==> config.mk <==
export PLATFORM = sky130hd
export DESIGN_NAME = arq_sender_window
export DESIGN_NICKNAME = d
export VERILOG_FILES = /design/src/hw/rtl/asw_pkg.sv /design/src/hw/rtl/asw_cell.sv /design/src/hw/rtl/asw_row.sv /design/src/hw/rtl/arq_sender_window.sv
export SDC_FILE = /design/constraint.sdc
export NUM_CORES = 2
export LEC_CHECK = 0
export ABC_AREA = 0
export CORE_ASPECT_RATIO = 0.5
export CORE_UTILIZATION = 45
export CTS_CLUSTER_SIZE = 10
export DETAILED_ROUTE_END_ITERATION = 8
export DONT_BUFFER_PORTS = 1
export GPL_ROUTABILITY_DRIVEN = 1
export SETUP_SLACK_MARGIN = 0.02
export SYNTH_ARGS = -nofsm -noshare
export SYNTH_HDL_FRONTEND = slang
export SYNTH_SLANG_ARGS = --single-unit
==> constraint.sdc <==
create_clock -name clock -period 6.17 [get_ports clock]
set_clock_uncertainty 0.15 [all_clocks]
set_input_delay 1.234 -clock clock [delete_from_list [all_inputs] [get_ports clock]]
set_output_delay 1.234 -clock clock [all_outputs]
set_load 0.02 [all_outputs]
==> src/hw/rtl/asw_pkg.sv <==
// Shared types and constants for the ARQ sender window.
// Used by asw_cell, asw_row, arq_sender_window and asw_checker.
// No dependencies.
package asw_pkg;

   localparam int WINDOW       = 8;
   localparam int CNT_W        = $clog2(WINDOW + 1);
   localparam int PACKET_W     = 16;
   localparam int TIME_W       = 32;
   localparam int WIU_W        = 4;
   localparam int FILL_W       = 4;
   localparam int RETX_W       = 16;
   localparam int MODE_W       = 2;
   localparam int CSR_INDEX_W  = 2;
   localparam int CSR_DATA_W   = 32;
   localparam int REQ_DATA_W   = PACKET_W + TIME_W;
   localparam int RSP_FIELDS_W = 5 + PACKET_W + RETX_W + FILL_W;
   localparam int RSP_DATA_W   = ((RSP_FIELDS_W + 7) / 8) * 8;
   localparam int RSP_PAD_W    = RSP_DATA_W - RSP_FIELDS_W;

   localparam logic              GBN_RESET     = 1'b0;
   localparam logic [TIME_W-1:0] TIMEOUT_RESET = TIME_W'(1000000);
   localparam logic [WIU_W-1:0]  WIU_RESET     = WIU_W'(8);
   localparam logic [FILL_W-1:0] FILL_MAX      = {FILL_W{1'b1}};
   localparam logic [RETX_W-1:0] RETX_MAX      = {RETX_W{1'b1}};

   typedef enum logic [MODE_W-1:0] {
      MODE_ENQ_PACKET,
      MODE_ENQ_END,
      MODE_ACK,
      MODE_POLL
   } mode_type;

   typedef enum logic [CSR_INDEX_W-1:0] {
      CSR_GO_BACK_N,
      CSR_TIMEOUT_US,
      CSR_WINDOW_IN_USE
   } csr_index_type;

   typedef enum logic [2:0] {
      OP_HOLD,
      OP_ENQ,
      OP_MATCH,
      OP_SHIFT,
      OP_EVAL,
      OP_SELECT,
      OP_UPDATE
   } cell_op_type;

   typedef enum logic [2:0] {
      ST_IDLE,
      ST_ENQ,
      ST_MATCH,
      ST_SHIFT,
      ST_EVAL,
      ST_SELECT,
      ST_UPDATE,
      ST_DONE
   } state_type;

   typedef struct packed {
      logic occ;
      logic last;
      logic sent;
      logic acked;
      logic resend;
   } flags_type;

   typedef struct packed {
      flags_type             flags;
      logic [PACKET_W-1:0]   packet;
      logic [TIME_W-1:0]     stamp;
   } slot_type;

   typedef struct packed {
      cell_op_type           op;
      logic                  end_marker;
      logic [PACKET_W-1:0]   packet;
      logic [TIME_W-1:0]     now;
      logic [TIME_W-1:0]     timeout;
      logic                  rewind;
   } cell_cmd_type;

   typedef struct packed {
      logic                  found;
      logic                  run;
      logic                  taken;
      logic                  prefix;
      logic                  hit;
      logic [CNT_W-1:0]      count;
      logic [PACKET_W-1:0]   sel_packet;
      logic                  sel_timed;
      logic                  sel_resend;
   } up_link_type;

   typedef struct packed {
      logic                  ok;
      slot_type              slot;
   } down_link_type;

   localparam up_link_type UP_LINK_START = '{
      found: 1'b0, run: 1'b1, taken: 1'b0, prefix: 1'b1, hit: 1'b0,
      count: '0, sel_packet: '0, sel_timed: 1'b0, sel_resend: 1'b0
   };

   localparam down_link_type DOWN_LINK_END = '0;

   typedef struct packed {
      logic [TIME_W-1:0]     now;
      logic [PACKET_W-1:0]   pkt_id;
   } req_data_type;

   typedef struct packed {
      logic [RSP_PAD_W-1:0]  pad;
      logic [FILL_W-1:0]     window_fill;
      logic [RETX_W-1:0]     retransmit_total;
      logic                  end_reached;
      logic                  timed_out;
      logic                  send_is_retransmit;
      logic [PACKET_W-1:0]   send_packet;
      logic                  send_valid;
      logic                  accepted;
   } rsp_data_type;

endpackage

==> src/hw/rtl/asw_cell.sv <==
// One window slot: descriptor flags, packet number and send time.
// Links to its lower and upper neighbors; depends on asw_pkg.
module asw_cell (
   input  logic                   clock,
   input  logic                   reset,
   input  asw_pkg::cell_cmd_type  cmd,
   input  logic                   in_use,
   input  asw_pkg::up_link_type   up_in,
   output asw_pkg::up_link_type   up_out,
   input  asw_pkg::down_link_type down_in,
   output asw_pkg::down_link_type down_out
);

   asw_pkg::flags_type            flags_ff, flags_in;
   logic [asw_pkg::PACKET_W-1:0]  packet_ff, packet_in;
   logic [asw_pkg::TIME_W-1:0]    stamp_ff, stamp_in;
   logic                          timed_ff, timed_in;
   logic                          chosen_ff, chosen_in;

   logic                          live;
   logic                          found_here;
   logic                          free_here;
   logic                          run_out;
   logic                          hit_here;
   logic                          cand;
   logic                          pick;
   logic                          prefix_here;
   logic [asw_pkg::TIME_W-1:0]    elapsed;

   assign live        = in_use & flags_ff.occ & ~flags_ff.last;
   assign found_here  = in_use & ~flags_ff.occ;
   assign free_here   = found_here & ~up_in.found;
   assign run_out     = up_in.run & flags_ff.occ & in_use;
   assign hit_here    = live & (packet_ff == cmd.packet);
   assign cand        = live & (~flags_ff.sent | timed_ff);
   assign pick        = cand & ~up_in.taken;
   assign prefix_here = up_in.prefix & live;
   assign elapsed     = cmd.now - stamp_ff;

   always_comb begin
      up_out.found      = up_in.found | found_here;
      up_out.run        = run_out;
      up_out.taken      = up_in.taken | cand;
      up_out.prefix     = prefix_here;
      up_out.hit        = up_in.hit | hit_here;
      up_out.count      = up_in.count + asw_pkg::CNT_W'(in_use & flags_ff.occ);
      up_out.sel_packet = pick ? packet_ff : up_in.sel_packet;
      up_out.sel_timed  = pick ? timed_ff : up_in.sel_timed;
      up_out.sel_resend = pick ? flags_ff.resend : up_in.sel_resend;
   end

   always_comb begin
      down_out.ok           = run_out;
      down_out.slot.flags   = flags_ff;
      down_out.slot.packet  = packet_ff;
      down_out.slot.stamp   = stamp_ff;
   end

   always_comb begin
      flags_in  = flags_ff;
      packet_in = packet_ff;
      stamp_in  = stamp_ff;
      timed_in  = timed_ff;
      chosen_in = chosen_ff;
      case (cmd.op)
         asw_pkg::OP_ENQ: begin
            if (free_here) begin
               flags_in      = '0;
               flags_in.occ  = 1'b1;
               flags_in.last = cmd.end_marker;
               packet_in     = cmd.packet;
            end
         end
         asw_pkg::OP_MATCH: begin
            if (hit_here) begin
               flags_in.acked = 1'b1;
            end
         end
         asw_pkg::OP_SHIFT: begin
            if (in_use) begin
               if (down_in.ok) begin
                  flags_in  = down_in.slot.flags;
                  packet_in = down_in.slot.packet;
                  stamp_in  = down_in.slot.stamp;
               end else begin
                  flags_in = '0;
               end
            end
         end
         asw_pkg::OP_EVAL: begin
            timed_in = live & flags_ff.sent & ~flags_ff.acked & (elapsed > cmd.timeout);
         end
         asw_pkg::OP_SELECT: begin
            chosen_in = pick;
         end
         asw_pkg::OP_UPDATE: begin
            if (chosen_ff) begin
               flags_in.sent   = 1'b1;
               flags_in.resend = 1'b0;
               stamp_in        = cmd.now;
            end else if (cmd.rewind & prefix_here) begin
               flags_in.sent   = 1'b0;
               flags_in.acked  = 1'b0;
               flags_in.resend = 1'b1;
            end
         end
         default: ;
      endcase
   end

   always_ff @(posedge clock) begin
      if (reset) begin
         flags_ff  <= '0;
         timed_ff  <= 1'b0;
         chosen_ff <= 1'b0;
      end else begin
         flags_ff  <= flags_in;
         timed_ff  <= timed_in;
         chosen_ff <= chosen_in;
      end
   end

   always_ff @(posedge clock) begin
      packet_ff <= packet_in;
      stamp_ff  <= stamp_in;
   end

endmodule

==> src/hw/rtl/asw_row.sv <==
// Row of window slot cells with the links between neighbors.
// Decodes the slots in use; depends on asw_pkg and asw_cell.
module asw_row (
   input  logic                        clock,
   input  logic                        reset,
   input  asw_pkg::cell_cmd_type       cmd,
   input  logic [asw_pkg::WIU_W-1:0]   window_in_use,
   output asw_pkg::flags_type          head,
   output asw_pkg::up_link_type        tail
);

   logic [asw_pkg::WINDOW-1:0]  in_use;
   asw_pkg::up_link_type        up_link   [0:asw_pkg::WINDOW];
   asw_pkg::down_link_type      down_link [0:asw_pkg::WINDOW];

   assign up_link[0]                = asw_pkg::UP_LINK_START;
   assign down_link[asw_pkg::WINDOW] = asw_pkg::DOWN_LINK_END;

   for (genvar i = 0; i < asw_pkg::WINDOW; i++) begin : g_cell
      assign in_use[i] = (i == 0) || (32'(i) < 32'(window_in_use));

      asw_cell u_cell (
         .clock    (clock),
         .reset    (reset),
         .cmd      (cmd),
         .in_use   (in_use[i]),
         .up_in    (up_link[i]),
         .up_out   (up_link[i+1]),
         .down_in  (down_link[i+1]),
         .down_out (down_link[i])
      );
   end

   assign head = down_link[0].slot.flags;
   assign tail = up_link[asw_pkg::WINDOW];

endmodule

==> src/hw/rtl/arq_sender_window.sv <==
// Sender window of a sliding-window ARQ, Go-Back-N or selective repeat.
// Top level: control sequencer, settings and result register around asw_row.
// Depends on asw_pkg, asw_row and asw_cell.
//
// Usage:
//   req channel carries one item: mode in req_tuser (enqueue packet, enqueue
//   end marker, ack, poll), packet number and poll time in req_tdata.
//   rsp channel returns exactly one result item per request item.
//   csr port sets go_back_n, timeout_us and window_in_use; write only while
//   no item is in flight.
// Sequence from the accepting edge to rsp_tvalid:
//   enqueue ENQ, DONE; poll EVAL, SELECT, UPDATE, DONE (EVAL then DONE when
//   the head is the end marker); ack MATCH, SHIFT while the head is acked, DONE.
//   The window slides one slot per cycle through the cell row. One item is
//   processed at a time; a new item is taken while a finished result still
//   waits on rsp.
// Reset (synchronous, active high) empties the window, zeroes the retransmit
// count and restores the settings to 0, 1000000 and 8.
// When rsp_tready is low the result holds; the next item may still be taken
// and is worked up to its result, which then waits for the output register.
module arq_sender_window (
   input  logic                             clock,
   input  logic                             reset,
   input  logic                             req_tvalid,
   output logic                             req_tready,
   // pkt_id[15:0], now[47:16]
   input  logic [asw_pkg::REQ_DATA_W-1:0]   req_tdata,
   // mode[1:0]
   input  logic [asw_pkg::MODE_W-1:0]       req_tuser,
   output logic                             rsp_tvalid,
   input  logic                             rsp_tready,
   // accepted[0], send_valid[1], send_packet[17:2], send_is_retransmit[18],
   // timed_out[19], end_reached[20], retransmit_total[36:21],
   // window_fill[40:37], zero[47:41]
   output logic [asw_pkg::RSP_DATA_W-1:0]   rsp_tdata,
   input  logic                             csr_wen,
   input  logic [asw_pkg::CSR_INDEX_W-1:0]  csr_index,
   input  logic [asw_pkg::CSR_DATA_W-1:0]   csr_wdata
);

   asw_pkg::state_type              state_ff, state_in;

   logic                            gbn_ff;
   logic [asw_pkg::TIME_W-1:0]      timeout_ff;
   logic [asw_pkg::WIU_W-1:0]       wiu_ff;

   logic                            end_ff;
   logic [asw_pkg::PACKET_W-1:0]    pn_ff;
   logic [asw_pkg::TIME_W-1:0]      now_ff;

   logic                            acc_ff;
   logic                            sv_ff;
   logic [asw_pkg::PACKET_W-1:0]    sp_ff;
   logic                            re_ff;
   logic                            tmo_ff;
   logic [asw_pkg::RETX_W-1:0]      retx_ff;

   logic                            rsp_valid_ff;
   asw_pkg::rsp_data_type           rsp_data_ff, rsp_data_in;

   asw_pkg::req_data_type           req_view;
   asw_pkg::cell_cmd_type           cmd;
   asw_pkg::flags_type              head;
   asw_pkg::up_link_type            tail;
   logic                            req_accept;
   logic                            head_acked;
   logic                            head_end;
   logic                            load_rsp;
   logic [asw_pkg::FILL_W-1:0]      fill;

   assign req_view   = req_tdata;
   assign req_tready = (state_ff == asw_pkg::ST_IDLE);
   assign req_accept = req_tvalid & req_tready;
   assign head_acked = head.occ & head.acked;
   assign head_end   = head.occ & head.last;
   assign rsp_tvalid = rsp_valid_ff;
   assign rsp_tdata  = rsp_data_ff;

   asw_row u_row (
      .clock         (clock),
      .reset         (reset),
      .cmd           (cmd),
      .window_in_use (wiu_ff),
      .head          (head),
      .tail          (tail)
   );

   always_comb begin
      state_in = state_ff;
      case (state_ff)
         asw_pkg::ST_IDLE: begin
            if (req_accept) begin
               case (req_tuser)
                  asw_pkg::MODE_ENQ_PACKET: state_in = asw_pkg::ST_ENQ;
                  asw_pkg::MODE_ENQ_END:    state_in = asw_pkg::ST_ENQ;
                  asw_pkg::MODE_ACK:        state_in = asw_pkg::ST_MATCH;
                  default:                  state_in = asw_pkg::ST_EVAL;
               endcase
            end
         end
         asw_pkg::ST_ENQ:    state_in = asw_pkg::ST_DONE;
         asw_pkg::ST_MATCH:  state_in = asw_pkg::ST_SHIFT;
         asw_pkg::ST_SHIFT: begin
            if (!head_acked) state_in = asw_pkg::ST_DONE;
         end
         asw_pkg::ST_EVAL: begin
            state_in = head_end ? asw_pkg::ST_DONE : asw_pkg::ST_SELECT;
         end
         asw_pkg::ST_SELECT: state_in = asw_pkg::ST_UPDATE;
         asw_pkg::ST_UPDATE: state_in = asw_pkg::ST_DONE;
         asw_pkg::ST_DONE: begin
            if (!rsp_valid_ff || rsp_tready) state_in = asw_pkg::ST_IDLE;
         end
         default: state_in = asw_pkg::ST_IDLE;
      endcase
   end

   always_comb begin
      cmd.op         = asw_pkg::OP_HOLD;
      cmd.end_marker = end_ff;
      cmd.packet     = pn_ff;
      cmd.now        = now_ff;
      cmd.timeout    = timeout_ff;
      cmd.rewind     = gbn_ff & tmo_ff;
      load_rsp       = 1'b0;
      case (state_ff)
         asw_pkg::ST_ENQ:    cmd.op = asw_pkg::OP_ENQ;
         asw_pkg::ST_MATCH:  cmd.op = asw_pkg::OP_MATCH;
         asw_pkg::ST_SHIFT: begin
            if (head_acked) cmd.op = asw_pkg::OP_SHIFT;
         end
         asw_pkg::ST_EVAL:   cmd.op = asw_pkg::OP_EVAL;
         asw_pkg::ST_SELECT: cmd.op = asw_pkg::OP_SELECT;
         asw_pkg::ST_UPDATE: cmd.op = asw_pkg::OP_UPDATE;
         asw_pkg::ST_DONE:   load_rsp = !rsp_valid_ff || rsp_tready;
         default: ;
      endcase
   end

   always_comb begin
      if (32'(tail.count) > 32'(asw_pkg::FILL_MAX)) begin
         fill = asw_pkg::FILL_MAX;
      end else begin
         fill = asw_pkg::FILL_W'(tail.count);
      end
      rsp_data_in.pad                = '0;
      rsp_data_in.window_fill        = fill;
      rsp_data_in.retransmit_total   = retx_ff;
      rsp_data_in.end_reached        = head_end;
      rsp_data_in.timed_out          = tmo_ff;
      rsp_data_in.send_is_retransmit = re_ff;
      rsp_data_in.send_packet        = sp_ff;
      rsp_data_in.send_valid         = sv_ff;
      rsp_data_in.accepted           = acc_ff;
   end

   always_ff @(posedge clock) begin
      if (reset) begin
         state_ff     <= asw_pkg::ST_IDLE;
         gbn_ff       <= asw_pkg::GBN_RESET;
         timeout_ff   <= asw_pkg::TIMEOUT_RESET;
         wiu_ff       <= asw_pkg::WIU_RESET;
         retx_ff      <= '0;
         rsp_valid_ff <= 1'b0;
      end else begin
         state_ff <= state_in;
         if (csr_wen) begin
            case (csr_index)
               asw_pkg::CSR_GO_BACK_N:     gbn_ff     <= csr_wdata[0];
               asw_pkg::CSR_TIMEOUT_US:    timeout_ff <= csr_wdata[asw_pkg::TIME_W-1:0];
               asw_pkg::CSR_WINDOW_IN_USE: wiu_ff     <= csr_wdata[asw_pkg::WIU_W-1:0];
               default: ;
            endcase
         end
         if (state_ff == asw_pkg::ST_UPDATE && sv_ff && re_ff && retx_ff != asw_pkg::RETX_MAX) begin
            retx_ff <= retx_ff + asw_pkg::RETX_W'(1);
         end
         if (load_rsp) begin
            rsp_valid_ff <= 1'b1;
         end else if (rsp_tready) begin
            rsp_valid_ff <= 1'b0;
         end
      end
   end

   always_ff @(posedge clock) begin
      if (req_accept) begin
         end_ff <= (req_tuser == asw_pkg::MODE_ENQ_END);
         pn_ff  <= req_view.pkt_id;
         now_ff <= req_view.now;
         acc_ff <= 1'b0;
         sv_ff  <= 1'b0;
         sp_ff  <= '0;
         re_ff  <= 1'b0;
         tmo_ff <= 1'b0;
      end
      if (state_ff == asw_pkg::ST_ENQ) begin
         acc_ff <= tail.found;
      end
      if (state_ff == asw_pkg::ST_MATCH) begin
         acc_ff <= tail.hit;
      end
      if (state_ff == asw_pkg::ST_SELECT) begin
         sv_ff  <= tail.taken;
         sp_ff  <= tail.sel_packet;
         tmo_ff <= tail.sel_timed;
         re_ff  <= tail.sel_timed | tail.sel_resend;
      end
      if (load_rsp) begin
         rsp_data_ff <= rsp_data_in;
      end
   end

endmodule

# [Yosys cells after proc, flatten, opt, wreduce, memory -nomap -nowiden]
# Cells that the tools add are included.
[totals] out_inout_bits=50 in_bits=89 elab_cells=658 reg_bits=607
[op_classes] n_reduce_logical=61 bitwise_logic=191 add_sub_neg=16 eq_ne=90 magnitude_cmp=15 mux=191
[op_table] operator="$mux 32" count=20
[op_table] operator="$mux 16" count=30
[op_table] operator="$pmux 32 s2" count=7
[op_table] operator="$gt 32x32->1" count=8
[op_table] operator="$sub 32x32->32" count=8
[op_table] operator="$pmux 16 s2" count=7
[op_table] operator="$eq 16x16->1" count=8
[op_table] operator="$and 1x1->1" count=116
[op_table] operator="$ne 2x2->1 const B" count=55
[op_table] operator="$mux 5" count=21
[op_table] operator="$reduce_and 4->1" count=19
[op_table] operator="$mux 1" count=57
[op_table] operator="$pmux 1 s3" count=16
[op_table] operator="$not 1->1" count=45
[op_table] operator="$reduce_and 6->1" count=7
[op_table] operator="$mux 3" count=11
[op_table] operator="$reduce_and 3->1" count=11
[op_table] operator="$pmux 1 s4" count=8
[op_table] operator="$pmux 2 s2" count=8
[op_table] operator="$or 1x1->1" count=30
[op_table] operator="$add 4x1->4" count=6
[op_table] operator="$ne 3x3->1 const B" count=8
[op_table] operator="$eq 3x3->1 const B" count=7
[op_table] operator="$pmux 3 s7" count=1
[op_table] operator="other kinds (26)" count=50

# [Longest topological paths before layout]
[logic_depth] ltp_word=17 mapped_depth=25 depth_no_buf=25

# [By module]
# From an unflattened synthesis, not the netlist that was laid out.
[hier_totals] cells_unflattened=5713 hier_area_um2=50229.4
[by_module_without_submodules] module="asw_cell at u_row.g_cell[0].u_cell ..." cells_per_inst=652 n_inst=5 seq_area_each_um2=1581.5 area_each_um2=5470.2
[by_module_without_submodules] module="arq_sender_window" cells_per_inst=450 n_inst=1 seq_area_each_um2=4444.3 area_each_um2=5965.7
[by_module_without_submodules] module="asw_cell at u_row.g_cell[7].u_cell" cells_per_inst=641 n_inst=1 seq_area_each_um2=1581.5 area_each_um2=5675.4
[by_module_without_submodules] module="asw_cell at u_row.g_cell[6].u_cell" cells_per_inst=664 n_inst=1 seq_area_each_um2=1581.5 area_each_um2=5600.4
[by_module_without_submodules] module="asw_cell at u_row.g_cell[1].u_cell" cells_per_inst=689 n_inst=1 seq_area_each_um2=1581.5 area_each_um2=5577.8
[by_module_without_submodules] module="asw_row" cells_per_inst=9 n_inst=1 seq_area_each_um2=0.0 area_each_um2=58.8

# [Worst setup path after synthesis]
# OpenSTA, ideal clock, no wires.
[synth_timing] path_type="register -> register" start="register now_ff[1] in the netlist's numbering" end="register u_row.g_cell[0].u_cell.timed_ff" path_buffers=0 setup_ns=0.117 path_stages_with_launch=17 arrival_time_ns=4.562 required_time_ns=5.903 slack_ns=1.340 period_less_slack_ns=4.830 cell_sequence="edfxtp_1 -> fa_1 -> a21o_1 -> a21oi_2 -> o211ai_2 -> a221o_2 -> a2111oi_4 -> o211ai_2 -> a21oi_2 -> o21ai_2 -> or4_1 -> and4_1 -> ha_1 -> nand4_1 -> nor4_1 -> nand3_1 -> a32o_1"
[synth_between] elab_chain_cells=3
[synth_rtl] element="start: declaration" line="arq_sender_window.sv:49" rtl="logic [asw_pkg::TIME_W-1:0] now_ff;"
[synth_rtl] element="start signal: assignment" line="arq_sender_window.sv:190" rtl="now_ff <= req_view.now;"
[synth_rtl] element="$sub 32x32->32" line="asw_cell.sv:38" rtl="assign elapsed = cmd.now - stamp_ff;"
[synth_rtl] element="$gt 32x32->1" line="asw_cell.sv:91" rtl="timed_in = live & flags_ff.sent & ~flags_ff.acked & (elapsed > cmd.timeout);"
[synth_rtl] element="$and 1x1->1" line="asw_cell.sv:91"
[synth_rtl] element="end signal: assignment" line="asw_cell.sv:118" rtl="timed_ff <= timed_in;"
[synth_rtl] element="end: declaration" line="asw_cell.sv:17" rtl="logic timed_ff, timed_in;"
# No other way between the ends.
# A chain may end at the register's enable or synchronous reset.

# [Worst setup path in the final report]
[layout_timing] start="register now_ff[1] in the netlist's numbering" end="register u_row.g_cell[4].u_cell.timed_ff"
[layout_between] elab_chain_cells=3
[layout_rtl] element="$sub 32x32->32" line="asw_cell.sv:38"
[layout_rtl] element="$gt 32x32->1" line="asw_cell.sv:91"
[layout_rtl] element="$and 1x1->1" line="asw_cell.sv:91"
[layout_rtl] element="end signal: assignment" line="asw_cell.sv:118"
[layout_rtl] element="end: declaration" line="asw_cell.sv:17"
# No other way between the ends.

==> reports/qor.txt <==
status -> finished clean
FF-to-FF Start -> now_ff[1]
Synth top area share -> 33.9%
Mapped Area -> 43,700 µm²
DRC -> 0
dpl hpwl -> 115,000 µm
H-tree depth reported by CTS -> 3
chip height -> 222 µm
Peak Freq -> 0.169 GHz
Fill cells -> 8,752
initial antenna violation count -> 1
Mapped Cells -> 4,612
Overflow after GRT -> 0
Die Footprint -> 98,500 µm²
endpoints failing hold -> 0
DR WL/cell -> 25.5 µm
Post-synth top cells -> ha_1 (508), edfxtp_1 (494), inv_1 (377), a21oi_1 (357), o21ai_0 (336)
number of synthesized flops with an enable pin -> 494
CP max-delay cell -> edfxtp_1
remaining antenna violation count -> 0
crit path time final -> 5.93 ns
Worst R2R Setup Slack -> 0.24 ns
hold depth -> 0
Row Count -> 80
most common cell in the netlist -> ha_1
pwr dens -> 300 nW/µm²
CTS Buf Count -> 72
vias in the first global route -> 34,491
CP required -> 6.57 ns
critical-path cell list -> buf_12, ha_1, nor2b_1, o2111a_1, nand4bb_1, a311oi_2, nor3_1, o221a_2, o31ai_1, a21boi_1, o21ba_1, xnor2_1, ha_1, nand4_1, nor4_2, nand2_1, nor3_1, nor2_1, a21oi_1, a31oi_1
clock buffer depth -> 3
Top Family by Delay on Critical Path -> simple AND/OR/NAND/NOR gates
Root Buffer -> clkbuf_16
Tot Pwr -> 0.0144 W
CTS tree -> yes
Min-Delay Path Class -> register to register
worst r2r path cells -> 20
Die W -> 443 µm
Final nets -> 5,235
#FFs+latches synth -> 607
global-route wire length before repair -> 223,000 µm
clock insertion delay at the later pin of the skew report -> 0.71 ns
HP Start -> sp_ff[9]
Leak -> 19.7 nW
share of cells above drive strength 1 -> 5.00%
Primary FF master, synth -> edfxtp_1
largest net degree at the start of global routing -> 135
vias per inst -> 6.17
Clock Sinks -> 607
CP peak stage delay -> 0.59 ns
via count -> 36,728
Port Buffers -> 0
drt pass-1 iters -> 6
clk slew on worst S/H paths -> 0.07 ns
relative slew slack -> 20.2%
ys async rst share -> 0%
largest area contributor in the netlist -> edfxtp_1
crit end category -> register
post-synthesis sequential area ratio -> 39.1%
setup repair bufs after CTS -> 0
Critical Path AT -> 6.33 ns
period utilization -> 96.0%
yosys warns -> 0
synth unique cells -> 99
crit path buf inv count -> 1
Slew @ Worst Pin -> 1.19 ns
Critical Path Start -> now_ff[1]
critical path depth -> 20
core area -> 95,800 µm²
Final Cell Area -> 47,800 µm²
Total GRT Usage -> 30.3%
Placed Cells -> 5,823
1st-iter DRT viols -> 4,821
WS Path Type -> register to register
# IOs -> 139
CP Launch Type -> register
Placed Area -> 45,500 µm²
Slew Viols, Final -> 0
Area Overhead vs Synth -> 9.26%
top cells by area, synth -> edfxtp_1 (34%), ha_1 (15%), dfxtp_1 (5.2%)
Post-Route Setup TNS -> 0 ns
Final Setup Violations -> 0
Non-Filler Instances -> 5,951
GPL Wtd Cong -> 1.01
post-layout util -> 49.9%
Max Cap Viol -> 0
DRT Wirelength -> 152,000 µm
RSZ-0062 raised after global routing -> no
Max VDD drop -> 0.207 mV
Initial Utilization -> 45.7%
critical path fanouts, max -> 11
Avg Cell Area, Syn -> 9.48 µm²
## kinds of logic (layout without fill, tap and decap cells)
family / count (synthesis) / in the layout / share of synthesized area, %
buffers and inverters: 526 / 585 / 4.60
flip-flops: 607 / 607 / 39.1
multiplexers: 14 / 14 / 0.323
AND/OR/NAND/NOR: 1193 / 1193 / 13.4
adder cells (fa/ha/maj): 520 / 520 / 15.1
XOR/XNOR: 348 / 348 / 6.97
other: 1 / 10 / 0.00857
AO/OA/AOI/OAI: 1403 / 1403 / 20.5
## cell type report
class                           instances  area (µm²)  share of cell area [%]
Sequential cell                       607       17100                    35.8
Clock inverter                         12         236                   0.495
Inverter                              379        1420                    2.98
Antenna cell                            3        7.51                  0.0157
Clock buffer                          113        1980                    4.13
Timing Repair Buffer                   81         633                    1.32
Tap cell                             1271        1590                    3.33
Multi-Input combinational cell       3485       24800                    51.9
## path summary, 6_finish.rpt
check / to
worst max-delay path: u_row.g_cell[4].u_cell.timed_ff
worst max register to register: u_row.g_cell[4].u_cell.timed_ff
worst min-delay path: rsp_tdata[11]
worst min register to register: rsp_tdata[11]
## registers in the layout, indices dropped and copies added, names as in the netlist, 4 cells and up
register	cells
now_ff	32
pn_ff	16
retx_ff	16
rsp_tdata	41
sp_ff	16
timeout_ff	32
u_row.g_cell.u_cell.chosen_ff	8
u_row.g_cell.u_cell.down_out	40
u_row.g_cell.u_cell.packet_ff	128
u_row.g_cell.u_cell.stamp_ff	256
u_row.g_cell.u_cell.timed_ff	8
wiu_ff	4
## where the power goes
| part | internal [W] | switching [W] |
|---|---|---|
| registers | 0.00487 | 0.000354 |
| logic | 0.00194 | 0.00304 |
| clock network | 0.00228 | 0.00189 |
| total | 0.00908 | 0.00528 |
## timing repair
item | 4_1_cts | 5_1_grt
setup endpoints to repair | 0 | 4
hold buffers | 0 | 0
gates resized for setup | 0 | 8
## routing by layer
| metal | vias up | GRT usage [%] | share of wire [%] |
|---|---|---|---|
| met3 | 250 | 6.00 | 10 |
| li1 | 16967 | - | - |
| met5 | - | 0 | 0 |
| met4 | 0 | 10.0 | 3.5 |
| met1 | 17757 | 44.6 | 45 |
| met2 | 1754 | 43.9 | 41 |
## metrics by stage
step / setup slack (ns) / hold WS [ns]
after floorplan: 1.34 / 0.250
after global placement: 0.121 / 0.253
after detailed placement: 0.0952 / 0.255
after CTS: 0.0449 / 0.255
after global routing: 0.0320 / 0.269
final: 0.244 / 0.253
## placed cells by master, fill, tap and decap left out, drive strengths merged, types with 35 or more instances in the layout
master	synthesis	layout
clkbuf	129	113
o21ai	396	396
a21oi	360	360
nand3	86	86
a21o	266	266
xor2	115	115
and2	37	37
inv	379	380
nor3	91	91
nor2	259	259
ha	508	508
a211oi	47	47
edfxtp	494	494
nor4	37	37
nand2b	62	62
o21a	62	62
buf	18	81
and3	35	35
nor2b	77	77
nand4	104	104
dfxtp	113	113
nand2	331	331
xnor2	233	233
Power figures use the tool's default switching activity.
